[config.mk]
export PLATFORM = sky130hd
export DESIGN_NAME = version_barrier_tracker_top
export DESIGN_NICKNAME = d
export VERILOG_FILES = /design/src/rtl/vbt_pkg.sv /design/src/rtl/vbt_front.sv /design/src/rtl/vbt_cmd_fifo.sv /design/src/rtl/vbt_back.sv /design/src/rtl/version_barrier_tracker_top.sv
export SDC_FILE = /design/constraint.sdc
export NUM_CORES = 2
export LEC_CHECK = 0
export BUFFER_PORTS_ARGS = -buffer_cell sky130_fd_sc_hd__buf_4
export CORE_MARGIN = 1.5
export CORE_UTILIZATION = 32
export CTS_CLUSTER_SIZE = 30
export DETAILED_ROUTE_END_ITERATION = 12
export GPL_TIMING_DRIVEN = 0
export HOLD_SLACK_MARGIN = 0.05
export PLACE_DENSITY_LB_ADDON = 0.2
export RECOVER_POWER = 50
export SLEW_MARGIN = 10
export SYNTH_ARGS = -nofsm -noshare
export SYNTH_HDL_FRONTEND = slang
export SYNTH_HIERARCHICAL = 1
export SYNTH_SLANG_ARGS = --single-unit
[constraint.sdc]
create_clock -name clk -period 24.2 [get_ports clk]
set_clock_uncertainty 0.2 [all_clocks]
set_input_delay 1.21 -clock clk [delete_from_list [all_inputs] [get_ports clk]]
set_output_delay 1.21 -clock clk [all_outputs]
set_load 0.01 [all_outputs]
[src/rtl/vbt_pkg.sv]
// Shared constants, types and helpers for the version barrier tracker.
package vbt_pkg;

  // Queue geometry
  localparam int QUEUE_DEPTH = 16;
  localparam int MAX_SERVERS = 16;
  localparam int SLOT_W      = (QUEUE_DEPTH > 1) ? $clog2(QUEUE_DEPTH) : 1;
  localparam int COUNT_W     = $clog2(QUEUE_DEPTH + 1);

  // Field widths
  localparam int VER_W  = 64;
  localparam int MASK_W = 16;
  localparam int SIDX_W = 4;
  localparam int ERR_W  = 2;

  // Command queue between front and back
  localparam int FIFO_AW    = 2;
  localparam int FIFO_DEPTH = 1 << FIFO_AW;

  // Item modes
  localparam logic MODE_ANNOUNCE = 1'b0;
  localparam logic MODE_PASS     = 1'b1;

  // Result codes
  localparam logic [ERR_W-1:0] ERR_OK      = 2'd0;
  localparam logic [ERR_W-1:0] ERR_VERSION = 2'd1;
  localparam logic [ERR_W-1:0] ERR_FULL    = 2'd2;

  // Classified command word
  typedef struct packed {
    logic              mode;
    logic [VER_W-1:0]  version;
    logic [MASK_W-1:0] mask;
    logic [MASK_W-1:0] clear;
  } cmd_t;

  // Command queue status
  typedef struct packed {
    logic full;
    logic empty;
  } fifo_stat_t;

  // Mask of server bits that exist
  function automatic logic [MASK_W-1:0] server_bits();
    logic [MASK_W-1:0] bits;
    bits = '0;
    for (int i = 0; i < MASK_W; i++) begin
      if (i < MAX_SERVERS) begin
        bits[i] = 1'b1;
      end
    end
    return bits;
  endfunction

  // Slot of the entry at a given position behind the head
  function automatic logic [SLOT_W-1:0] slot_at(input logic [SLOT_W-1:0]  head,
                                                input logic [COUNT_W-1:0] pos);
    logic [COUNT_W:0] sum;
    sum = (COUNT_W+1)'(head) + (COUNT_W+1)'(pos);
    if (sum >= (COUNT_W+1)'(QUEUE_DEPTH)) begin
      sum = sum - (COUNT_W+1)'(QUEUE_DEPTH);
    end
    return SLOT_W'(sum);
  endfunction

endpackage

[src/rtl/vbt_front.sv]
// Front end: accepts items, classifies them and stages them for the command queue.
module vbt_front import vbt_pkg::*; (
  input  logic              clk,
  input  logic              rst_n,
  input  logic              start,
  output logic              busy,
  input  logic              in_mode,
  input  logic [VER_W-1:0]  in_version,
  input  logic [MASK_W-1:0] in_server_mask,
  input  logic [SIDX_W-1:0] in_server_index,
  input  fifo_stat_t        fifo_stat,
  output logic              push,
  output cmd_t              push_cmd
);

  logic stage_vld_r, stage_vld_nxt;
  cmd_t stage_r, stage_nxt;
  logic accept;
  cmd_t cls;

  // Classify: trim the server mask, turn the index into a clear bit
  always_comb begin
    cls.mode    = in_mode;
    cls.version = in_version;
    cls.mask    = in_server_mask & server_bits();
    cls.clear   = '0;
    if (int'(in_server_index) < MAX_SERVERS) begin
      cls.clear = MASK_W'(1) << in_server_index;
    end
  end

  assign busy     = stage_vld_r & fifo_stat.full;
  assign accept   = start & ~busy;
  assign push     = stage_vld_r & ~fifo_stat.full;
  assign push_cmd = stage_r;

  // Hold the staged word until the queue takes it
  always_comb begin
    stage_vld_nxt = stage_vld_r;
    stage_nxt     = stage_r;
    if (push) begin
      stage_vld_nxt = 1'b0;
    end
    if (accept) begin
      stage_vld_nxt = 1'b1;
      stage_nxt     = cls;
    end
  end

  always_ff @(posedge clk) begin
    if (!rst_n) begin
      stage_vld_r <= 1'b0;
    end else begin
      stage_vld_r <= stage_vld_nxt;
    end
    stage_r <= stage_nxt;
  end

endmodule

[src/rtl/vbt_cmd_fifo.sv]
// Short command queue between the front end and the back end.
module vbt_cmd_fifo import vbt_pkg::*; (
  input  logic       clk,
  input  logic       rst_n,
  input  logic       push,
  input  cmd_t       push_cmd,
  input  logic       pop,
  output cmd_t       pop_cmd,
  output fifo_stat_t stat
);

  cmd_t               mem_r [FIFO_DEPTH];
  logic [FIFO_AW-1:0] wr_ptr_r, wr_ptr_nxt;
  logic [FIFO_AW-1:0] rd_ptr_r, rd_ptr_nxt;
  logic [FIFO_AW:0]   cnt_r, cnt_nxt;
  logic               do_push, do_pop;

  assign stat.full  = (cnt_r == (FIFO_AW+1)'(FIFO_DEPTH));
  assign stat.empty = (cnt_r == '0);
  assign do_push    = push & ~stat.full;
  assign do_pop     = pop & ~stat.empty;
  assign pop_cmd    = mem_r[rd_ptr_r];

  // Advance pointers and occupancy
  always_comb begin
    wr_ptr_nxt = do_push ? wr_ptr_r + 1'b1 : wr_ptr_r;
    rd_ptr_nxt = do_pop  ? rd_ptr_r + 1'b1 : rd_ptr_r;
    cnt_nxt    = cnt_r;
    if (do_push && !do_pop) begin
      cnt_nxt = cnt_r + 1'b1;
    end else if (do_pop && !do_push) begin
      cnt_nxt = cnt_r - 1'b1;
    end
  end

  always_ff @(posedge clk) begin
    if (!rst_n) begin
      wr_ptr_r <= '0;
      rd_ptr_r <= '0;
      cnt_r    <= '0;
    end else begin
      wr_ptr_r <= wr_ptr_nxt;
      rd_ptr_r <= rd_ptr_nxt;
      cnt_r    <= cnt_nxt;
    end
  end

  // Store the incoming word
  always_ff @(posedge clk) begin
    if (do_push) begin
      mem_r[wr_ptr_r] <= push_cmd;
    end
  end

endmodule

[src/rtl/vbt_back.sv]
// Back end: holds the version queue, applies commands, drops passed entries.
module vbt_back import vbt_pkg::*; (
  input  logic              clk,
  input  logic              rst_n,
  input  fifo_stat_t        fifo_stat,
  input  cmd_t              pop_cmd,
  output logic              pop,
  output logic              out_valid,
  output logic [VER_W-1:0]  out_oldest_version,
  output logic [ERR_W-1:0]  out_error_code
);

  localparam logic [1:0] S_IDLE   = 2'd0;
  localparam logic [1:0] S_WALK   = 2'd1;
  localparam logic [1:0] S_FINISH = 2'd2;

  logic [1:0]         state_r, state_nxt;
  logic [VER_W-1:0]   ver_r  [QUEUE_DEPTH];
  logic [MASK_W-1:0]  pend_r [QUEUE_DEPTH];
  logic [SLOT_W-1:0]  head_r, head_nxt;
  logic [COUNT_W-1:0] count_r, count_nxt;
  logic [VER_W-1:0]   newest_r, newest_nxt;
  logic [COUNT_W-1:0] pos_r, pos_nxt;
  logic [COUNT_W-1:0] last_r, last_nxt;
  logic               matched_r, matched_nxt;
  cmd_t               cmd_r, cmd_nxt;
  logic [ERR_W-1:0]   err_r, err_nxt;
  logic [VER_W-1:0]   oldest_r, oldest_nxt;
  logic               out_valid_r;
  logic [VER_W-1:0]   out_ver_r;
  logic [ERR_W-1:0]   out_err_r;

  logic [SLOT_W-1:0]  walk_slot;
  logic [SLOT_W-1:0]  app_slot;
  logic [VER_W-1:0]   walk_ver;
  logic [MASK_W-1:0]  walk_pend;
  logic [MASK_W-1:0]  pend_eff;
  logic               hit;
  logic               append;
  logic               pend_wr;

  assign walk_slot = slot_at(head_r, pos_r);
  assign app_slot  = slot_at(head_r, count_r);
  assign walk_ver  = ver_r[walk_slot];
  assign walk_pend = pend_r[walk_slot];
  assign hit       = (cmd_r.mode == MODE_PASS) && !matched_r && (walk_ver == cmd_r.version);
  assign pend_eff  = hit ? (walk_pend & ~cmd_r.clear) : walk_pend;
  assign pend_wr   = (state_r == S_WALK) && hit;

  // Sequence: take a command, walk the live entries, retire the prefix
  always_comb begin
    state_nxt   = state_r;
    head_nxt    = head_r;
    count_nxt   = count_r;
    newest_nxt  = newest_r;
    pos_nxt     = pos_r;
    last_nxt    = last_r;
    matched_nxt = matched_r;
    cmd_nxt     = cmd_r;
    err_nxt     = err_r;
    oldest_nxt  = oldest_r;
    pop         = 1'b0;
    append      = 1'b0;
    unique case (state_r)
      S_IDLE: begin
        if (!fifo_stat.empty) begin
          pop         = 1'b1;
          cmd_nxt     = pop_cmd;
          pos_nxt     = '0;
          last_nxt    = '0;
          matched_nxt = 1'b0;
          err_nxt     = ERR_OK;
          if (pop_cmd.mode == MODE_ANNOUNCE) begin
            if (pop_cmd.version == '0 || pop_cmd.version <= newest_r) begin
              err_nxt = ERR_VERSION;
            end else if (count_r == COUNT_W'(QUEUE_DEPTH)) begin
              err_nxt = ERR_FULL;
            end else begin
              append     = 1'b1;
              count_nxt  = count_r + 1'b1;
              newest_nxt = pop_cmd.version;
            end
          end
          state_nxt = S_WALK;
        end
      end
      S_WALK: begin
        if (hit) begin
          matched_nxt = 1'b1;
        end
        if (pos_r == '0) begin
          oldest_nxt = walk_ver;
        end
        if (pend_eff == '0) begin
          last_nxt   = pos_r;
          oldest_nxt = walk_ver;
        end
        pos_nxt = pos_r + 1'b1;
        if (pos_r == count_r - 1'b1) begin
          state_nxt = S_FINISH;
        end
      end
      S_FINISH: begin
        head_nxt  = slot_at(head_r, last_r);
        count_nxt = count_r - last_r;
        state_nxt = S_IDLE;
      end
      default: begin
        state_nxt = S_IDLE;
      end
    endcase
  end

  always_ff @(posedge clk) begin
    if (!rst_n) begin
      state_r     <= S_IDLE;
      head_r      <= '0;
      count_r     <= COUNT_W'(1);
      newest_r    <= '0;
      pos_r       <= '0;
      last_r      <= '0;
      matched_r   <= 1'b0;
      out_valid_r <= 1'b0;
    end else begin
      state_r     <= state_nxt;
      head_r      <= head_nxt;
      count_r     <= count_nxt;
      newest_r    <= newest_nxt;
      pos_r       <= pos_nxt;
      last_r      <= last_nxt;
      matched_r   <= matched_nxt;
      out_valid_r <= (state_r == S_FINISH);
    end
    cmd_r    <= cmd_nxt;
    err_r    <= err_nxt;
    oldest_r <= oldest_nxt;
    if (state_r == S_FINISH) begin
      out_ver_r <= oldest_r;
      out_err_r <= err_r;
    end
  end

  // Entry store: append in the take cycle, clear a server bit during the walk
  always_ff @(posedge clk) begin
    if (!rst_n) begin
      for (int i = 0; i < QUEUE_DEPTH; i++) begin
        ver_r[i]  <= '0;
        pend_r[i] <= '0;
      end
    end else begin
      if (append) begin
        ver_r[app_slot]  <= pop_cmd.version;
        pend_r[app_slot] <= pop_cmd.mask;
      end else if (pend_wr) begin
        pend_r[walk_slot] <= pend_eff;
      end
    end
  end

  assign out_valid          = out_valid_r;
  assign out_oldest_version = out_ver_r;
  assign out_error_code     = out_err_r;

endmodule

[src/rtl/version_barrier_tracker_top.sv]
// Top level of the version barrier tracker.
//
// Keeps an ordered queue of up to QUEUE_DEPTH versions, each with a mask of
// servers still to pass it, and reports the oldest version kept after every
// word. A word is taken when start is high and busy is low; the front end
// stages it into a four-word command queue, so busy rises only when the
// stage and the queue are both full. The back end handles one word at a time:
// it takes the word, walks the live queue entries one per cycle to clear the
// server bit and find the last empty entry, and then retires the passed
// entries. Exactly one result per word appears for a single cycle on the out_
// ports, marked by out_valid, from a register that the retire step loads;
// the receiver cannot stall it.
module version_barrier_tracker_top import vbt_pkg::*; (
  input  logic              clk,
  input  logic              rst_n,
  input  logic              start,
  output logic              busy,
  input  logic              in_mode,
  input  logic [VER_W-1:0]  in_version,
  input  logic [MASK_W-1:0] in_server_mask,
  input  logic [SIDX_W-1:0] in_server_index,
  output logic              out_valid,
  output logic [VER_W-1:0]  out_oldest_version,
  output logic [ERR_W-1:0]  out_error_code
);

  fifo_stat_t fifo_stat;
  logic       push;
  cmd_t       push_cmd;
  logic       pop;
  cmd_t       pop_cmd;

  // Accept and classify words
  vbt_front u_front (
    .clk             (clk),
    .rst_n           (rst_n),
    .start           (start),
    .busy            (busy),
    .in_mode         (in_mode),
    .in_version      (in_version),
    .in_server_mask  (in_server_mask),
    .in_server_index (in_server_index),
    .fifo_stat       (fifo_stat),
    .push            (push),
    .push_cmd        (push_cmd)
  );

  // Decouple front and back
  vbt_cmd_fifo u_fifo (
    .clk      (clk),
    .rst_n    (rst_n),
    .push     (push),
    .push_cmd (push_cmd),
    .pop      (pop),
    .pop_cmd  (pop_cmd),
    .stat     (fifo_stat)
  );

  // Carry out commands on the version queue
  vbt_back u_back (
    .clk                (clk),
    .rst_n              (rst_n),
    .fifo_stat          (fifo_stat),
    .pop_cmd            (pop_cmd),
    .pop                (pop),
    .out_valid          (out_valid),
    .out_oldest_version (out_oldest_version),
    .out_error_code     (out_error_code)
  );

endmodule

# --- Word-level counts from Yosys, hierarchy flattened ---
# Memories as Yosys holds them, arrays and structs flattened. A register that Yosys moved wholly into a read port is not among the register bits.
# Index checks and enable logic that the tools add are counted.
word_totals:
  register_bits: 405
  out_inout_bits: 68
  ram_bits: 1668
  n_memories: 3
memory_table:
  columns: ["name", "words", "width", "rd", "rd_clocked_by_memory_dff", "wr", "line_no", "text"]
  rows:
  - ["u_back.ver_r", 16, 64, 1, 0, 16, "vbt_back.sv:18", "logic [VER_W-1:0] ver_r [QUEUE_DEPTH];"]
  - ["u_fifo.mem_r", 4, 97, 1, 1, 1, "vbt_cmd_fifo.sv:12", "cmd_t mem_r [FIFO_DEPTH];"]
  - ["u_back.pend_r", 16, 16, 1, 0, 16, "vbt_back.sv:19", "logic [MASK_W-1:0] pend_r [QUEUE_DEPTH];"]
classes:
  eq_ne: 13
  order_cmp: 4
  bitwise: 13
  muxes: 55
  n_addsub: 14
  shifts: 1
  reduce_logical: 31
op_table:
  columns: ["op", "n"]
  rows:
  - ["64-bit 2-to-1 mux", 3]
  - ["64-bit equality test", 1]
  - ["64-bit less-or-equal comparator", 1]
  - ["64-bit logical NOT", 1]
  - ["64-bit OR reduction", 1]
  - ["16-bit 2-to-1 mux", 3]
  - ["16-bit OR reduction", 2]
  - ["5-bit 2-to-1 mux", 6]
  - ["5-bit one-hot mux with 2 select lines", 3]
  - ["1-bit 2-to-1 mux", 25]
  - ["4-bit 2-to-1 mux", 6]
  - ["4-bit by 5-bit adder with 6-bit output", 3]
  - ["6-bit by 5-bit >= comparator with 1-bit output (second input constant)", 3]
  - ["16-bit AND", 1]
  - ["16-bit logical NOT", 1]
  - ["16-bit inverter", 1]
  - ["1-bit by 4-bit left shift with 16-bit output (first input constant)", 1]
  - ["2-bit != test (second input constant)", 6]
  - ["4-bit by 1-bit subtractor with 4-bit output (second input constant)", 3]
  - ["5-bit by 1-bit adder with 5-bit output (second input constant)", 2]
  - ["2-bit 2-to-1 mux", 5]
  - ["5-bit AND reduction", 2]
  - ["2-bit nonzero test", 5]
  - ["2-bit AND reduction", 4]
  - ["other kinds (24)", 42]

# --- Logic depth before layout (Yosys ltp) ---
# An unclocked memory read counts as a cell.
logic_depth:
  depth_word: 13
  ltp_mapped: 22

# --- Cells and area by module ---
# The synthesis kept the hierarchy.
by_module_without_submodules:
  columns: ["mod", "instances", "cells_each", "area_per_inst_um2"]
  rows:
  - ["vbt_back", 1, 5051, 72434.5]
  - ["vbt_cmd_fifo", 1, 555, 14456.4]
  - ["vbt_front", 1, 124, 3081.7]

# --- Least setup slack after synthesis ---
# No wires, ideal clock.
synth_timing:
  kind: "flip-flop to flip-flop"
  start: "register with a tool-made name"
  end: "memory u_back.ver_r[12][0], enable pin"
  stages_incl_launch_ff: 17
  slack_ns: 15.473
  path_buffers: 4
  setup_time_ns: 0.574
  required_time_ns: 23.426
  t_arrival_ns: 7.953
  synth_period_minus_slack_ns: 8.727
  cell_sequence: "dfxtp_1 buf_6 buf_8 buf_8 mux4_2 ha_1 nand4_1 nor3_1 and3_1 nand3_1 nor3_1 a21boi_0 nor4_1 nor3_1 clkbuf_1 nand2_1 o21ai_0"
synth_lines:
  columns: ["element", "line_no"]
  rows:
  - ["to (decl)", "vbt_back.sv:18"]

==> results.md <==
- Post-Synth XOR/XNOR Area: 0.6119%
- PortBufs: 155
- Die X-Extent: 533.3 µm
- Area of the multi-input gates: 26,590 µm²
- Worst-case reg-to-reg path depth: 18
- Starting density of the core: 32.20%
- Synth Instances: 5,730
- Main combinational cell family by area after synthesis: multiplexers
- Setup repair after global routing missed its margin: no
- Final Util: 37.15%
- Placed inst area: 97,150 µm²
- Mux cell area share after synthesis: 12.90%
- Max Cap Viol: 44
- Critical path endpoint category: flip-flop
- Critical path endpoint: u_back/pend_r[2][4]
- Synth cell types: 88
- Reg2reg start: u_back/pos_r[0]
- Most frequent cells in the layout: 1,978 x edfxtp_1, 773 x and2_1, 419 x clkbuf_1
- Via count: 54,625
- Final hold vios: 0
- VDD IR-drop max: 0.00007745 V
- Commonest non-fill, non-tap cell in the layout: edfxtp_1
- Top-level I/O count: 156
- Relative slew slack: -172.0%
- Synth Area in Adders: 1.293%
- Routed vias/inst: 5.410
- Avg Inst Size Synth: 15.70 µm²
- Gr ovfl total: 0
- Initial DRC count: 7,136
- CORE AREA: 279,400 µm²
- CTS Buf Count: 232
- Vias in the first global route: 52,267
- Status: finished, violations left
- Final nets: 6,344
- GRT Total Usage: 23.44%
- Setup TNS: 0 ns
- Ys Warns: 6
- CP startpoint: u_back/pos_r[0]
- Top Layer Used: met5
- Terminus of the critical flop-to-flop path: u_back/pend_r[2][4]
- Synth Cell Area: 89,970 µm²
- Final setup vio count: 0
- Required time worst endpoint: 24.51 ns
- Slew Limit Fails: 987
- DR WL/cell: 33.71 µm
- Ys flop type: edfxtp_1
- Worst-path clk slew: 0.06 ns
- Gpl congestion: 1.002
- FF+latch count, synth: 2,075
- Worst setup SP type: flip-flop
- Synth Area in Compound Gates: 2.452%
- Hold Crit Class: flip-flop to flip-flop
- Post-route clock period utilization: 61.01%
- CTS tree: done
- Setup Fix Bufs, Post-CTS: 0
- Pin slew with the least headroom to its limit: 4.081 ns
- Met3 WL: 32,840 µm
- Layout cell share with drive strength beyond 1: 15.80%
- Hold Buf Count CTS: 0
- # rows: 194
- Met2 wire len: 152,000 µm
- First-pass GRT wire length: 454,200 µm
- Net Count, Synth: 5,908
- Async S/R FF share, synth: 0%
- ANT nets after route: 0
- Post-CTS Resized: 0
- CP Max Fanout: 16
- Failing checks: DRC, capacitance limit, slew limit
- WL met1: 143,300 µm
- Worst-skew pair later-pin latency: 0.92 ns
- Pwr Density: 106.0 nW/µm²
- Fin crit period: 14.77 ns
- Simple-gate portion of the synthesized area: 12.15%
- Die ar.: 284,400 µm²
- Clock sinks: 2,075
- Lkg Pwr: 0.03629 µW
- CP arrival: 15.07 ns
- Largest net degree at the start of global routing: 61
- Initial antenna violation count: 42
- Chip height: 533.3 µm
- Setup Crit Path Kind: flip-flop to flip-flop
- Number of synthesized flops with an enable pin: 1,978
- Area growth from synthesis to layout: 15.36%
- Register area share after synthesis: 68.18%
- R2R Setup Slk: 9.43 ns
- Post-Route WL: 340,400 µm
- Final instance area: 103,800 µm²
- Dpl hpwl: 238,100 µm
- Filler Cells Inserted: 26,395
- Drt pass-1 iters: 12
- Clock Tree Buf Depth: 4
- Final hold slack: 0.1974 ns
- Fmax: 0.06773 GHz
- Root Driver: clkbuf_16
- # DRC: 24
- Seq. cell area: 61,340 µm²
- H-tree Lvls: 4
-- stage by stage --
stage / std cells / total power (µW) / setup WS, ns
2_1_floorplan: 5730 / 6034 / 15.47
5_1_grt: 10080 / 11310 / 9.917
3_3_place_gp: 9609 / 7532 / 8.458
4_1_cts: 10079 / 11040 / 13.61
6_report: 10097 / 11000 / 9.435
3_5_place_dp: 9656 / 7560 / 13.65
-- report_power, final --
part	total (µW)	switching (µW)	internal, µW
clock	3470	1480	1990
sequential	4510	155	4360
combinational	3020	2160	859
-- cell families (layout without fill, tap and decap cells) --
logic type,count (synthesis),after routing
mux,674,674
buf+inv,517,1142
simple gates,2006,2006
compound gates,306,306
other cells,0,18
fa+ha+maj,90,90
xor+xnor,62,62
flops,2075,2075
-- area by class of cell --
class	count	share of cell area (%)
clock buffer	283	5.868
multi-input combinational	3138	25.61
inverter	110	0.4002
tap	3724	4.489
clock inverter	140	1.250
antenna	18	0.04340
buffer	407	1.683
timing repair buffer	202	1.553
sequential	2075	59.10
-- sequential cells by signal, indices dropped and copies added, names as in the netlist, 3 cells and up, named ones only --
signal                     cells
u_fifo/cnt_r                   3
u_back/newest_r               64
u_fifo/mem_r                 388
u_back/ver_r                1024
u_back/last_r                  5
u_back/count_r                 5
u_back/pend_r                256
u_back/cmd_r                  81
u_back/oldest_r               64
u_back/pos_r                   5
u_back/head_r                  4
u_back/out_oldest_version     64
u_front/push_cmd              97
-- Yosys cell counts (all sizes together) (17+ instances only) --
cell,count,area (µm²)
edfxtp,1978,59400
and2,1045,6538
nor2,404,1516
mux4,387,8716
mux2i,271,2713
clkbuf,260,975.9
nand2,243,914.6
buf,147,780.8
inv,108,405.4
dfxtp,97,1942
ha,85,1064
nand3,67,335.3
a21oi,54,277.8
nor3,45,251.5
nand4,39,244.0
o21ai,38,190.2
xnor2,36,315.3
nor4,34,227.7
and3,29,181.4
o211ai,29,217.7
a21o,28,210.2
xor2,26,235.2
nand2b,25,158.9
a31oi,22,175.2
or3,18,112.6
a211oi,17,127.6
o21ba,17,170.2
-- critical path, stage by stage (launching register included) --
cell and delay, ns:
dfxtp_1 0.53, ha_1 0.25, inv_1 0.06, fa_1 0.49
clkbuf_1 0.77, clkbuf_1 1.23, clkbuf_1 1.44, clkbuf_1 0.81
clkbuf_1 1.31, clkbuf_1 1.49, mux4_2 0.60, a311oi_1 1.18
xnor2_1 0.41, nor3_1 0.43, nand4_1 0.55, nor3_4 0.69
a41oi_1 0.62, clkbuf_1 0.47, nand2_1 0.75
-- per-layer routing --
metal | global-route usage (%) | vias up
met1 | 33.02 | 28862
li1 | - | 22350
met3 | 5.214 | 522
met2 | 35.66 | 2885
met5 | 0 | -
met4 | 7.990 | 6
-- how the worst min path moves through the flow --
stage                             start  cells past startpoint                            end  slack (ns)
floorplan               u_back/err_r[0]                      0       u_back/out_error_code[0]        0.20
finish              u_back/oldest_r[60]                      0  u_back/out_oldest_version[60]        0.20
global placement    u_back/oldest_r[48]                      0  u_back/out_oldest_version[48]        0.20
global route        u_back/oldest_r[60]                      0  u_back/out_oldest_version[60]        0.21
detailed placement  u_back/oldest_r[14]                      0  u_back/out_oldest_version[14]        0.20
CTS                      in_version[17]                      1           u_front/push_cmd[49]        0.21
(Power assumes the default switching activity.)
